--- src/sv/matp_pkg.sv ---
// Shared types and constants for the MAC address text parser.
// No dependencies; imported by every module of the block.
package matp_pkg;

    localparam int unsigned CHAR_W = 8;
    localparam int unsigned POS_W  = 5;
    localparam int unsigned MAC_W  = 48;
    localparam int unsigned NIB_W  = 4;

    // ASCII codes
    localparam logic [CHAR_W-1:0] CH_COLON  = 8'h3A;
    localparam logic [CHAR_W-1:0] CH_DASH   = 8'h2D;
    localparam logic [CHAR_W-1:0] CH_ZERO   = 8'h30;
    localparam logic [CHAR_W-1:0] CH_NINE   = 8'h39;
    localparam logic [CHAR_W-1:0] CH_LO_A   = 8'h61;
    localparam logic [CHAR_W-1:0] CH_LO_F   = 8'h66;
    localparam logic [CHAR_W-1:0] CH_UP_A   = 8'h41;
    localparam logic [CHAR_W-1:0] CH_UP_F   = 8'h46;
    localparam logic [NIB_W-1:0]  NIB_TEN   = 4'd10;

    // character positions (0 based)
    localparam logic [POS_W-1:0] POS_MAX       = 5'd31;
    localparam logic [POS_W-1:0] POS_LONG_SEP0 = 5'd2;
    localparam logic [POS_W-1:0] POS_LONG_SEP1 = 5'd5;
    localparam logic [POS_W-1:0] POS_LONG_SEP2 = 5'd8;
    localparam logic [POS_W-1:0] POS_LONG_SEP3 = 5'd11;
    localparam logic [POS_W-1:0] POS_LONG_SEP4 = 5'd14;
    localparam logic [POS_W-1:0] POS_MID_SEP0  = 5'd4;
    localparam logic [POS_W-1:0] POS_MID_SEP1  = 5'd9;
    localparam logic [POS_W-1:0] LEN_LONG      = 5'd17;
    localparam logic [POS_W-1:0] LEN_MIDDLE    = 5'd14;
    localparam logic [POS_W-1:0] LEN_SHORT     = 5'd12;
    localparam logic [POS_W-1:0] LAST_LONG     = 5'd16;
    localparam logic [POS_W-1:0] LAST_MIDDLE   = 5'd13;
    localparam logic [POS_W-1:0] LAST_SHORT    = 5'd11;

    typedef enum logic [1:0] {
        FMT_LONG   = 2'd0,
        FMT_MIDDLE = 2'd1,
        FMT_SHORT  = 2'd2
    } t_fmt;

    typedef struct packed {
        logic             is_hex;
        logic [NIB_W-1:0] nibble;
        logic             is_sep;
    } t_char_class;

    typedef struct packed {
        logic             valid;
        t_fmt             fmt;
        logic [MAC_W-1:0] mac;
    } t_result;

endpackage

--- src/sv/matp_char_decode.sv ---
// Character classifier: hex digit value and separator detect.
// Depends on matp_pkg.
module matp_char_decode (
    input  logic [matp_pkg::CHAR_W-1:0] i_char,
    output matp_pkg::t_char_class       o_class
);
    import matp_pkg::*;

    logic is_dec;
    logic is_lo;
    logic is_up;

    assign is_dec = (i_char >= CH_ZERO) && (i_char <= CH_NINE);
    assign is_lo  = (i_char >= CH_LO_A) && (i_char <= CH_LO_F);
    assign is_up  = (i_char >= CH_UP_A) && (i_char <= CH_UP_F);

    always_comb begin
        o_class.is_hex = is_dec || is_lo || is_up;
        o_class.is_sep = (i_char == CH_COLON) || (i_char == CH_DASH);
        if (is_dec) begin
            o_class.nibble = NIB_W'(i_char - CH_ZERO);
        end else if (is_lo) begin
            o_class.nibble = NIB_W'(i_char - CH_LO_A) + NIB_TEN;
        end else if (is_up) begin
            o_class.nibble = NIB_W'(i_char - CH_UP_A) + NIB_TEN;
        end else begin
            o_class.nibble = '0;
        end
    end

endmodule

--- src/sv/matp_form_track.sv ---
// Per-string state: position, nibble accumulator and form checks.
// Depends on matp_pkg; fed by matp_char_decode.
module matp_form_track (
    input  logic                        i_clk,
    input  logic                        i_rst_n,
    input  logic                        i_beat,
    input  logic                        i_last,
    input  logic [matp_pkg::CHAR_W-1:0] i_char,
    input  matp_pkg::t_char_class       i_class,
    output matp_pkg::t_result           o_result
);
    import matp_pkg::*;

    logic [POS_W-1:0]  r_pos,  n_pos;
    logic [MAC_W-1:0]  r_acc,  n_acc;
    logic              r_lok,  n_lok;
    logic              r_mok,  n_mok;
    logic              r_sok,  n_sok;
    logic [CHAR_W-1:0] r_lsep, n_lsep;
    logic [CHAR_W-1:0] r_msep, n_msep;

    always_comb begin
        n_pos  = (r_pos < POS_MAX) ? r_pos + 1'b1 : r_pos;
        n_acc  = i_class.is_hex ? {r_acc[MAC_W-NIB_W-1:0], i_class.nibble} : r_acc;
        n_lok  = r_lok;
        n_mok  = r_mok;
        n_sok  = r_sok;
        n_lsep = r_lsep;
        n_msep = r_msep;

        // long form
        if (r_pos == POS_LONG_SEP0) begin
            if (i_class.is_sep) n_lsep = i_char;
            else                n_lok  = 1'b0;
        end else if (r_pos == POS_LONG_SEP1 || r_pos == POS_LONG_SEP2 ||
                     r_pos == POS_LONG_SEP3 || r_pos == POS_LONG_SEP4) begin
            if (i_char != r_lsep) n_lok = 1'b0;
        end else if (r_pos < LEN_LONG) begin
            if (!i_class.is_hex) n_lok = 1'b0;
        end

        // middle form
        if (r_pos == POS_MID_SEP0) begin
            if (i_class.is_sep) n_msep = i_char;
            else                n_mok  = 1'b0;
        end else if (r_pos == POS_MID_SEP1) begin
            if (i_char != r_msep) n_mok = 1'b0;
        end else if (r_pos < LEN_MIDDLE) begin
            if (!i_class.is_hex) n_mok = 1'b0;
        end

        // short form
        if (r_pos < LEN_SHORT && !i_class.is_hex) n_sok = 1'b0;
    end

    // result for a final character at the current position
    always_comb begin
        o_result.valid = 1'b0;
        o_result.fmt   = FMT_LONG;
        if (r_pos != POS_MAX) begin
            if (r_pos == LAST_LONG && n_lok) begin
                o_result.valid = 1'b1;
                o_result.fmt   = FMT_LONG;
            end else if (r_pos == LAST_MIDDLE && n_mok) begin
                o_result.valid = 1'b1;
                o_result.fmt   = FMT_MIDDLE;
            end else if (r_pos == LAST_SHORT && n_sok) begin
                o_result.valid = 1'b1;
                o_result.fmt   = FMT_SHORT;
            end
        end
        o_result.mac = o_result.valid ? n_acc : '0;
    end

    always_ff @(posedge i_clk) begin
        if (!i_rst_n || (i_beat && i_last)) begin
            r_pos  <= '0;
            r_acc  <= '0;
            r_lok  <= 1'b1;
            r_mok  <= 1'b1;
            r_sok  <= 1'b1;
            r_lsep <= '0;
            r_msep <= '0;
        end else if (i_beat) begin
            r_pos  <= n_pos;
            r_acc  <= n_acc;
            r_lok  <= n_lok;
            r_mok  <= n_mok;
            r_sok  <= n_sok;
            r_lsep <= n_lsep;
            r_msep <= n_msep;
        end
    end

endmodule

--- src/sv/mac_address_text_parser_top.sv ---
// Top level of the MAC address text parser.
// Depends on matp_pkg, matp_char_decode and matp_form_track.
//
// Usage:
//   Slave stream carries one ASCII character per beat in tdata; tlast marks
//   the final character of an address string. Accepted forms are
//   XX:XX:XX:XX:XX:XX, XXXX:XXXX:XXXX and XXXXXXXXXXXX, with ':' or '-'
//   separators that must all match.
//   Master stream emits one beat per string, on its final character:
//   tdata is the 48-bit address (first byte in the top bits), tuser holds
//   the valid flag and the format code. Invalid strings give zero address
//   and zero format.
//   The result beat is registered and presented in the cycle after the final
//   character is accepted. Throughput: one character per cycle; the only
//   limit is the single output register.
//   Stall: tready drops only while the output register holds a beat that
//   the receiver has not taken; no beat is lost or duplicated.
//   Reset: synchronous, active low; clears the string state and the output
//   valid, so the next beat starts a new string.
module mac_address_text_parser_top (
    input  logic                          i_clk,
    input  logic                          i_rst_n,
    input  logic                          i_s_axis_tvalid,
    output logic                          o_s_axis_tready,
    input  logic [matp_pkg::CHAR_W-1:0]   i_s_axis_tdata,   // [7:0] char_code
    input  logic                          i_s_axis_tlast,   // last_char
    output logic                          o_m_axis_tvalid,
    input  logic                          i_m_axis_tready,
    output logic [matp_pkg::MAC_W-1:0]    o_m_axis_tdata,   // [47:0] mac_address
    output logic [2:0]                    o_m_axis_tuser    // [0] string_valid, [2:1] format_code
);
    import matp_pkg::*;

    t_char_class char_class;
    t_result     result;
    logic        s_beat;

    logic             r_m_valid;
    logic [MAC_W-1:0] r_m_data;
    logic [2:0]       r_m_user;

    // output register frees up in the same cycle it is drained
    assign o_s_axis_tready = !r_m_valid || i_m_axis_tready;
    assign s_beat          = i_s_axis_tvalid && o_s_axis_tready;

    matp_char_decode u_decode (
        .i_char  (i_s_axis_tdata),
        .o_class (char_class)
    );

    matp_form_track u_track (
        .i_clk    (i_clk),
        .i_rst_n  (i_rst_n),
        .i_beat   (s_beat),
        .i_last   (i_s_axis_tlast),
        .i_char   (i_s_axis_tdata),
        .i_class  (char_class),
        .o_result (result)
    );

    always_ff @(posedge i_clk) begin
        if (!i_rst_n) begin
            r_m_valid <= 1'b0;
        end else if (s_beat && i_s_axis_tlast) begin
            r_m_valid <= 1'b1;
        end else if (i_m_axis_tready) begin
            r_m_valid <= 1'b0;
        end
    end

    // payload, no reset needed
    always_ff @(posedge i_clk) begin
        if (s_beat && i_s_axis_tlast) begin
            r_m_data <= result.mac;
            r_m_user <= {result.fmt, result.valid};
        end
    end

    assign o_m_axis_tvalid = r_m_valid;
    assign o_m_axis_tdata  = r_m_data;
    assign o_m_axis_tuser  = r_m_user;

endmodule

--- config.mk ---
export PLATFORM = sky130hd
export DESIGN_NAME = mac_address_text_parser_top
export DESIGN_NICKNAME = d
export VERILOG_FILES = /design/src/sv/matp_pkg.sv /design/src/sv/matp_char_decode.sv /design/src/sv/matp_form_track.sv /design/src/sv/mac_address_text_parser_top.sv
export SDC_FILE = /design/constraint.sdc
export NUM_CORES = 1
export LEC_CHECK = 0
export BUFFER_PORTS_ARGS = -buffer_cell sky130_fd_sc_hd__buf_2
export CORE_MARGIN = 2
export CORE_UTILIZATION = 35
export DETAILED_ROUTE_END_ITERATION = 12
export PLACE_DENSITY = 0.51
export SYNTH_ARGS = -nofsm -noshare
export SYNTH_HDL_FRONTEND = slang
export SYNTH_SLANG_ARGS = --single-unit
export TNS_END_PERCENT = 100
--- constraint.sdc ---
create_clock -name i_clk -period 3.5 [get_ports i_clk]
set_input_delay 0.35 -clock i_clk [delete_from_list [all_inputs] [get_ports i_clk]]
set_output_delay 0.35 -clock i_clk [all_outputs]
set_load 0.02 [all_outputs]
==> results of run 1 <==
## Yosys cell counts (4+ instances only)
master    number
clkbuf_1      12
nand3_1        6
nor3b_1        4
xor2_1         8
buf_2         14
o21ai_0        4
edfxtp_1      51
nor2_1        31
dfxtp_1       73
mux2i_1        9
a21oi_2       12
xnor2_1       10
buf_4          5
a211oi_1       6
a21oi_1       84
buf_6         11
inv_1         10
ha_1          10
nand2_1      187
## layout by cell type, fill, tap and decap left out, types with 10 or more instances in the layout
cell type / instances
nand2_1: 187
a21oi_1: 84
dfxtp_1: 73
buf_2: 65
edfxtp_1: 51
nor2_1: 30
clkbuf_16: 17
xnor2_1: 10
a21oi_2: 10
ha_1: 10
## per-layer routing
| metal | wire length [µm] | global-route usage | part of all wire |
|---|---|---|---|
| met5 | 0 | 0 | 0 |
| met4 | 168 | 0.0652 | 0.013 |
| met3 | 503 | 0.0394 | 0.040 |
| met2 | 5890 | 0.232 | 0.46 |
| met1 | 6130 | 0.205 | 0.48 |
## worst max path at each step
| stage | to | slack (ns) | from | cells past startpoint |
|---|---|---|---|---|
| 4_1_cts | o_m_axis_tdata[24]$_SDFFCE_PN0P_ | 0.69 | u_track.r_pos[1]$_SDFFE_PP0P_ | 8 |
| 2_1_floorplan | o_m_axis_tdata[0]$_SDFFCE_PN0P_ | 0.99 | o_m_axis_tvalid$_SDFFE_PN0P_ | 5 |
| 3_3_place_gp | o_m_axis_tdata[23]$_SDFFCE_PN0P_ | 0.66 | i_s_axis_tdata[0] | 9 |
| 3_5_place_dp | o_m_axis_tdata[15]$_SDFFCE_PN0P_ | 0.57 | i_s_axis_tdata[0] | 9 |
| 5_1_grt | o_m_axis_tdata[17]$_SDFFCE_PN0P_ | 0.51 | u_track.r_pos[3]$_SDFFE_PP0P_ | 9 |
| 6_report | o_m_axis_tdata[24]$_SDFFCE_PN0P_ | 0.68 | u_track.r_pos[1]$_SDFFE_PP0P_ | 8 |
## state kept, by name, summed over array words and instances, names as in the netlist
| name | flops |
|---|---|
| u_track.r_acc | 48 |
| u_track.r_lok | 1 |
| u_track.r_sok | 1 |
| u_track.r_msep | 8 |
| o_m_axis_tvalid | 1 |
| u_track.r_lsep | 8 |
| o_m_axis_tdata | 48 |
| u_track.r_mok | 1 |
| u_track.r_pos | 5 |
| o_m_axis_tuser | 3 |
## cell type report
cell class                      instances  area (µm²)
Clock inverter                         13         221
Sequential cell                       124        2990
Tap cell                              216         270
Multi-Input combinational cell        429        2390
Timing Repair Buffer                   74         405
Fill cell                            1551        9070
Clock buffer                           19         433
Inverter                               10        37.5
## cell families after synthesis
logic type | after synthesis
simple gates | 257
compound gates | 134
flops | 124
buf+inv | 52
xor+xnor | 18
mux | 10
fa+ha+maj | 10
## power groups by stage
stage	Combinational, mW	Clock (mW)	Sequential [mW]
after CTS	0.205	1.99	1.55
final	0.202	1.94	1.55
after detailed placement	0.204	0	1.58
after global placement	0.202	0	1.58
after floorplan	0.120	0	1.60
after global routing	0.222	2.05	1.55
## per-stage QoR
step | total power [mW] | setup WS, ns
floorplan | 1.72 | 0.986
global placement | 1.78 | 0.664
detailed placement | 1.78 | 0.571
CTS | 3.74 | 0.691
global route | 3.82 | 0.511
finish | 3.69 | 0.683
==> results.cfg, run 1 <==
[route]
drc = 0
ant_nets = 0
drt-initial-drc-count = 341
drt-total-wl_um = 12700
dr_total_vias = 4354
wl_per_cell_um = 14.3
first_pass_iters = 4
vias_per_cell = 4.92

[grt]
grt_pass1_wl_um = 20900
grtUsageTotal = 0.152
grt_pass1_vias = 4047
grt_overflow = 0
antenna_found_initial = 0
grt_max_degree = 72

[power]
switching_share = 0.210
power_frac_clock = 0.526
p_int_mw = 2.92
net-switching-power_uw = 774
p_leak_nw = 2.26
cellPowerDensity_mw_per_mm2 = 546
power_frac_seq = 0.419
vdd_ir_drop_max_v = 0.000334
combPwrFrac = 0.055

[sta]
tightest_slew_ns = 0.764
min_period_ns = 2.82
max_freq_mhz = 355
finClkSkew_ns = 0.00622
maxSlewHeadroom = 0.491
holdWs_ns = 0.226
drv_slew = 0
post-route-period-util = 0.805
grt_setup_unrepaired = false
finalSetupViolCount = 0
finalSetupTns_ns = 0
hold_violations = 0

[clock_network]
h-tree-depth = 4
clockBufferDepth = 2
cts_setup_buffers = 0
cts_tree = done
hold_buffers = 0
cts_root_buffer = clkbuf_16
ctsResizeCount = 0
clkSlewWorstSetupHoldPaths_ns = 0.05
clock_sinks = 124
cts_buffers = 17
clk_latency_ns = 0.41

[setup_path]
r2r-end = o_m_axis_tdata[24]$_SDFFCE_PN0P_
cp_cell_sequence = inv_1 -> ha_1 -> mux2_2 -> a22oi_1 -> a31oi_4 -> a21oi_4 -> buf_4 -> a21oi_1
worstReg2RegStart = u_track.r_pos[1]$_SDFFE_PP0P_
worst_r2r_path_depth = 8
worstPathMaxFanout = 20
path_buf_inv = 2
criticalPathCategory = reg2reg
critical_path.startpoint_type = register
r2r_slack_ns = 0.68
critical_path.max_stage_delay_ns = 0.48
end_kind = register
crit_required_ns = 3.65
crit_arrival_ns = 2.97
critPathSlowestCell = a21oi_4
cp_top_family = compound AO/OA/AOI/OAI gates

[synth]
syn_avg_cell_area_um2 = 9.37
synth-compound-area-share = 0.151
synth_edf_count = 51
synth_fa_ha_area_frac = 0.0221
synth_seq_area_share = 0.528
ys_ff_latch = 124
synthSimpleGateAreaFrac = 0.198
synth_top_area_share = 0.270
synthXorXnorAreaFrac = 0.0278
ys_types = 57
synth_flop_cell = dfxtp_1
ys_warn_count = 0
yosys-top-cells-area = edfxtp_1 27%, dfxtp_1 26%, nand2_1 12%
netlist_instances = 605
synth_top_family_by_area = simple AND/OR/NAND/NOR gates
synth_mux_area_frac = 0.0179
syn-cell-area_mm2 = 0.00567
synthArstFlopShare = 0
synth.net_count = 628
synth_top_area_cell = edfxtp_1

[min_path]
hold_end = o_m_axis_tvalid$_SDFFE_PN0P_
hp-class = in2reg
min-delay-start = i_rst_n
hold-path-cell-count = 2

[placed_design]
dp_hpwl_um = 8020
port_buffers = 65
place.gp.congestion = 0.818
place_area_mm2 = 0.00610
placed_cells = 853

[finish]
fin_util = 0.427
antenna_cells = 0
final_area_mm2 = 0.00675
drive_gt1_frac = 0.194
area_growth_pct = 19.2
fin_nets = 679
fin_cells = 885

[outcome]
status = complete, no violations

[floorplanning]
start_util = 0.358
die-area_mm2 = 0.0172
rows = 46
core_mm2 = 0.0158
fp.dieW_um = 131
die_y_um = 131
ios = 66

[job]
maxCapViolCount = 0
(Power assumes the default switching activity.)
==> inputs of run 2 (changes only) <==
--- a/config.mk
+++ b/config.mk
@@ -5,11 +5,12 @@
 export SDC_FILE = /design/constraint.sdc
 export NUM_CORES = 1
 export LEC_CHECK = 0
+export ABC_AREA = 1
 export BUFFER_PORTS_ARGS = -buffer_cell sky130_fd_sc_hd__buf_2
 export CORE_MARGIN = 2
 export CORE_UTILIZATION = 35
 export DETAILED_ROUTE_END_ITERATION = 12
-export PLACE_DENSITY = 0.51
+export PLACE_DENSITY = 0.53
 export SYNTH_ARGS = -nofsm -noshare
 export SYNTH_HDL_FRONTEND = slang
 export SYNTH_SLANG_ARGS = --single-unit
==> constraint.sdc (replaced) <==
create_clock -name i_clk -period 2.3 [get_ports i_clk]
set_input_delay 0.23 -clock i_clk [delete_from_list [all_inputs] [get_ports i_clk]]
set_output_delay 0.23 -clock i_clk [all_outputs]
set_load 0.02 [all_outputs]
==> results.cfg, run 2 <==
[outcome]
status = complete, no violations

[placed_design]
place.gp.congestion = 0.870
port_buffers = 65
dp_hpwl_um = 8320
placed_cells = 1049
pre_cts_ws_ns = 0.0743

[setup_path]
crit_path_start = u_track.r_pos[0]$_SDFFE_PP0P_
worstPathMaxFanout = 7
criticalPathCategory = reg2reg
end_kind = register
worst_r2r_path_depth = 15
worstReg2RegStart = u_track.r_pos[0]$_SDFFE_PP0P_
r2r-end = o_m_axis_tdata[1]$_SDFFCE_PN0P_
r2r_slack_ns = 0.19
crit_required_ns = 2.47
crit_arrival_ns = 2.28
critical_path.startpoint_type = register

[synth]
yosysMostFrequentCell = inv_1
synth_flop_cell = dfxtp_1
synth.net_count = 805
synth_top_area_share = 0.251
netlist_instances = 782
synthArstFlopShare = 0
syn-cell-area_mm2 = 0.00611
ys_types = 32
yosys-top-cells-area = edfxtp_1 25%, dfxtp_1 24%, inv_1 10%
syn_avg_cell_area_um2 = 7.81
ys_ff_latch = 124
synth_top_area_cell = edfxtp_1
synth_edf_count = 51
ys_warn_count = 0
synth_seq_area_share = 0.490
synth.top_cells.by_count = 166 x inv_1, 119 x nand2_1, 84 x nor2_1, 73 x dfxtp_1, 59 x a21oi_1

[sta]
min_period_ns = 2.11
drv_slew = 0
finClkSkew_ns = 0.0116
finalSetupViolCount = 0
hold_violations = 0
setup_ws_ns = 0.192
post-route-period-util = 0.917
tightest_slew_ns = 0.475
holdWs_ns = 0.0158
finalSetupTns_ns = 0
maxSlewHeadroom = 0.682
max_freq_mhz = 474

[grt]
globalRouteMet3Util = 0.0444
grt_max_degree = 94
grt_pass1_vias = 4380
grtUsageTotal = 0.146
grt_pass1_wl_um = 21000
grt_util_met2 = 0.220
met1_usage = 0.195
antenna_found_initial = 0
grt_overflow = 0
top_usage_layer = met2

[floorplanning]
fp.dieW_um = 136
start_util = 0.356
rows = 48
core_mm2 = 0.0172
die_y_um = 136
die-area_mm2 = 0.0185
ios = 66

[clock_network]
ctsResizeCount = 0
cts_tree = done
clk_latency_ns = 0.42
cts_setup_buffers = 0
h-tree-depth = 4
clkSlewWorstSetupHoldPaths_ns = 0.06
cts_buffers = 17
cts_root_buffer = clkbuf_16
clock_sinks = 124
hold_buffers = 0
clockBufferDepth = 2

[finish]
final_common_cell = inv_1
area_growth_pct = 22.2
layout_common_cells = 164 x inv_1, 114 x nand2_1, 84 x nor2_1, 70 x dfxtp_1, 65 x buf_2
nFillCells = 1729
fin_cells = 1086
drive_gt1_frac = 0.175
antenna_cells = 0
fin_nets = 871

[power]
cellPowerDensity_mw_per_mm2 = 790
p_leak_nw = 3.40
vdd_ir_drop_max_v = 0.000507

[min_path]
hold-path-cell-count = 3
hold_end = o_m_axis_tvalid$_SDFFE_PN0P_
hp-class = in2reg
min-delay-start = i_rst_n

[route]
drt-initial-drc-count = 384
first_pass_iters = 4
vias_per_cell = 4.43
drc = 0
dr_total_vias = 4806
ant_nets = 0
drt-total-wl_um = 13300
wl_per_cell_um = 12.2

[job]
maxCapViolCount = 0
## run 2: cell types whose count changed after synthesis, sizes merged, moves of 4 or more
| cell | previous run | this run |
|---|---|---|
| nand2 | 187 | 123 |
| o21a | 0 | 46 |
| xor2 | 8 | 3 |
| nand3 | 6 | 18 |
| inv | 10 | 174 |
| nor2 | 31 | 96 |
| mux2i | 9 | 0 |
| buf | 30 | 25 |
| o21ai | 6 | 56 |
| a21oi | 96 | 59 |
| nor3 | 4 | 9 |
| nor3b | 4 | 0 |
| o2111ai | 4 | 0 |
## run 2: routing by layer
| metal | up-vias | wire length, µm | share of wire |
|---|---|---|---|
| met1 | 2136 | 6740 | 0.51 |
| met4 | 0 | 213 | 0.016 |
| met2 | 77 | 5780 | 0.43 |
| li1 | 2577 | - | - |
| met5 | - | 0 | 0 |
| met3 | 16 | 561 | 0.042 |
## run 2: area by class of cell
| class | count | area, µm² | area share |
|---|---|---|---|
| Tap cell | 225 | 282 | 0.0377 |
| Timing Repair Buffer | 86 | 631 | 0.0845 |
| Sequential cell | 124 | 3000 | 0.402 |
| Clock buffer | 21 | 440 | 0.0590 |
| Clock inverter | 11 | 144 | 0.0193 |
| Inverter | 175 | 661 | 0.0885 |
| Multi-Input combinational cell | 444 | 2310 | 0.309 |
## run 2: worst max-delay path, stage by stage (launching register included)
cell and delay (ns):
dfxtp_2 0.36, inv_2 0.07, ha_1 0.20, nand3_1 0.08, nor2_1 0.04, nor2_1 0.09, nand2_1 0.08, nor2_1 0.12
nand4_1 0.08, nand2_1 0.10, nand2_2 0.07, nand2_2 0.09, nand3_4 0.10, nand2_8 0.16, clkbuf_16 0.17, nor2_1 0.04
## run 2: logic make-up (layout without fill, tap and decap cells)
family / count (synthesis) / count (layout) / synth area share
AOI/OAI and AO/OA: 169 / 169 / 0.160
DFF: 124 / 124 / 0.490
xor gates and xnor gates: 12 / 12 / 0.0172
buffers and inverters: 214 / 293 / 0.139
adders and majority gates: 10 / 10 / 0.0205
and+or+nand+nor: 253 / 253 / 0.173
## run 2: power breakdown
group          switching, mW  internal, mW  total [mW]
Clock                  0.979          1.70        2.68
Combinational          0.496         0.279       0.775
Sequential            0.0465          2.40        2.44
Total                   1.52          4.38        5.90
## run 2: metrics by stage
step           power, mW   util  instance area (µm²)
2_1_floorplan       3.05      -                 6110
3_5_place_dp        3.25  0.392                 6740
4_1_cts             5.95  0.426                 7320
3_3_place_gp        3.25  0.392                 6740
5_1_grt             6.19  0.434                 7460
6_report            5.90  0.434                 7460
## run 2: worst max-delay path by stage
stage,end,cells after the start
finish,o_m_axis_tdata[1]$_SDFFCE_PN0P_,15
global route,o_m_axis_tdata[6]$_SDFFCE_PN0P_,15
floorplan,o_m_axis_tdata[0]$_SDFFCE_PN0P_,5
CTS,o_m_axis_tdata[10]$_SDFFCE_PN0P_,15
detailed placement,o_m_axis_tdata[32]$_SDFFCE_PN0P_,17
global placement,o_m_axis_tdata[0]$_SDFFCE_PN0P_,17
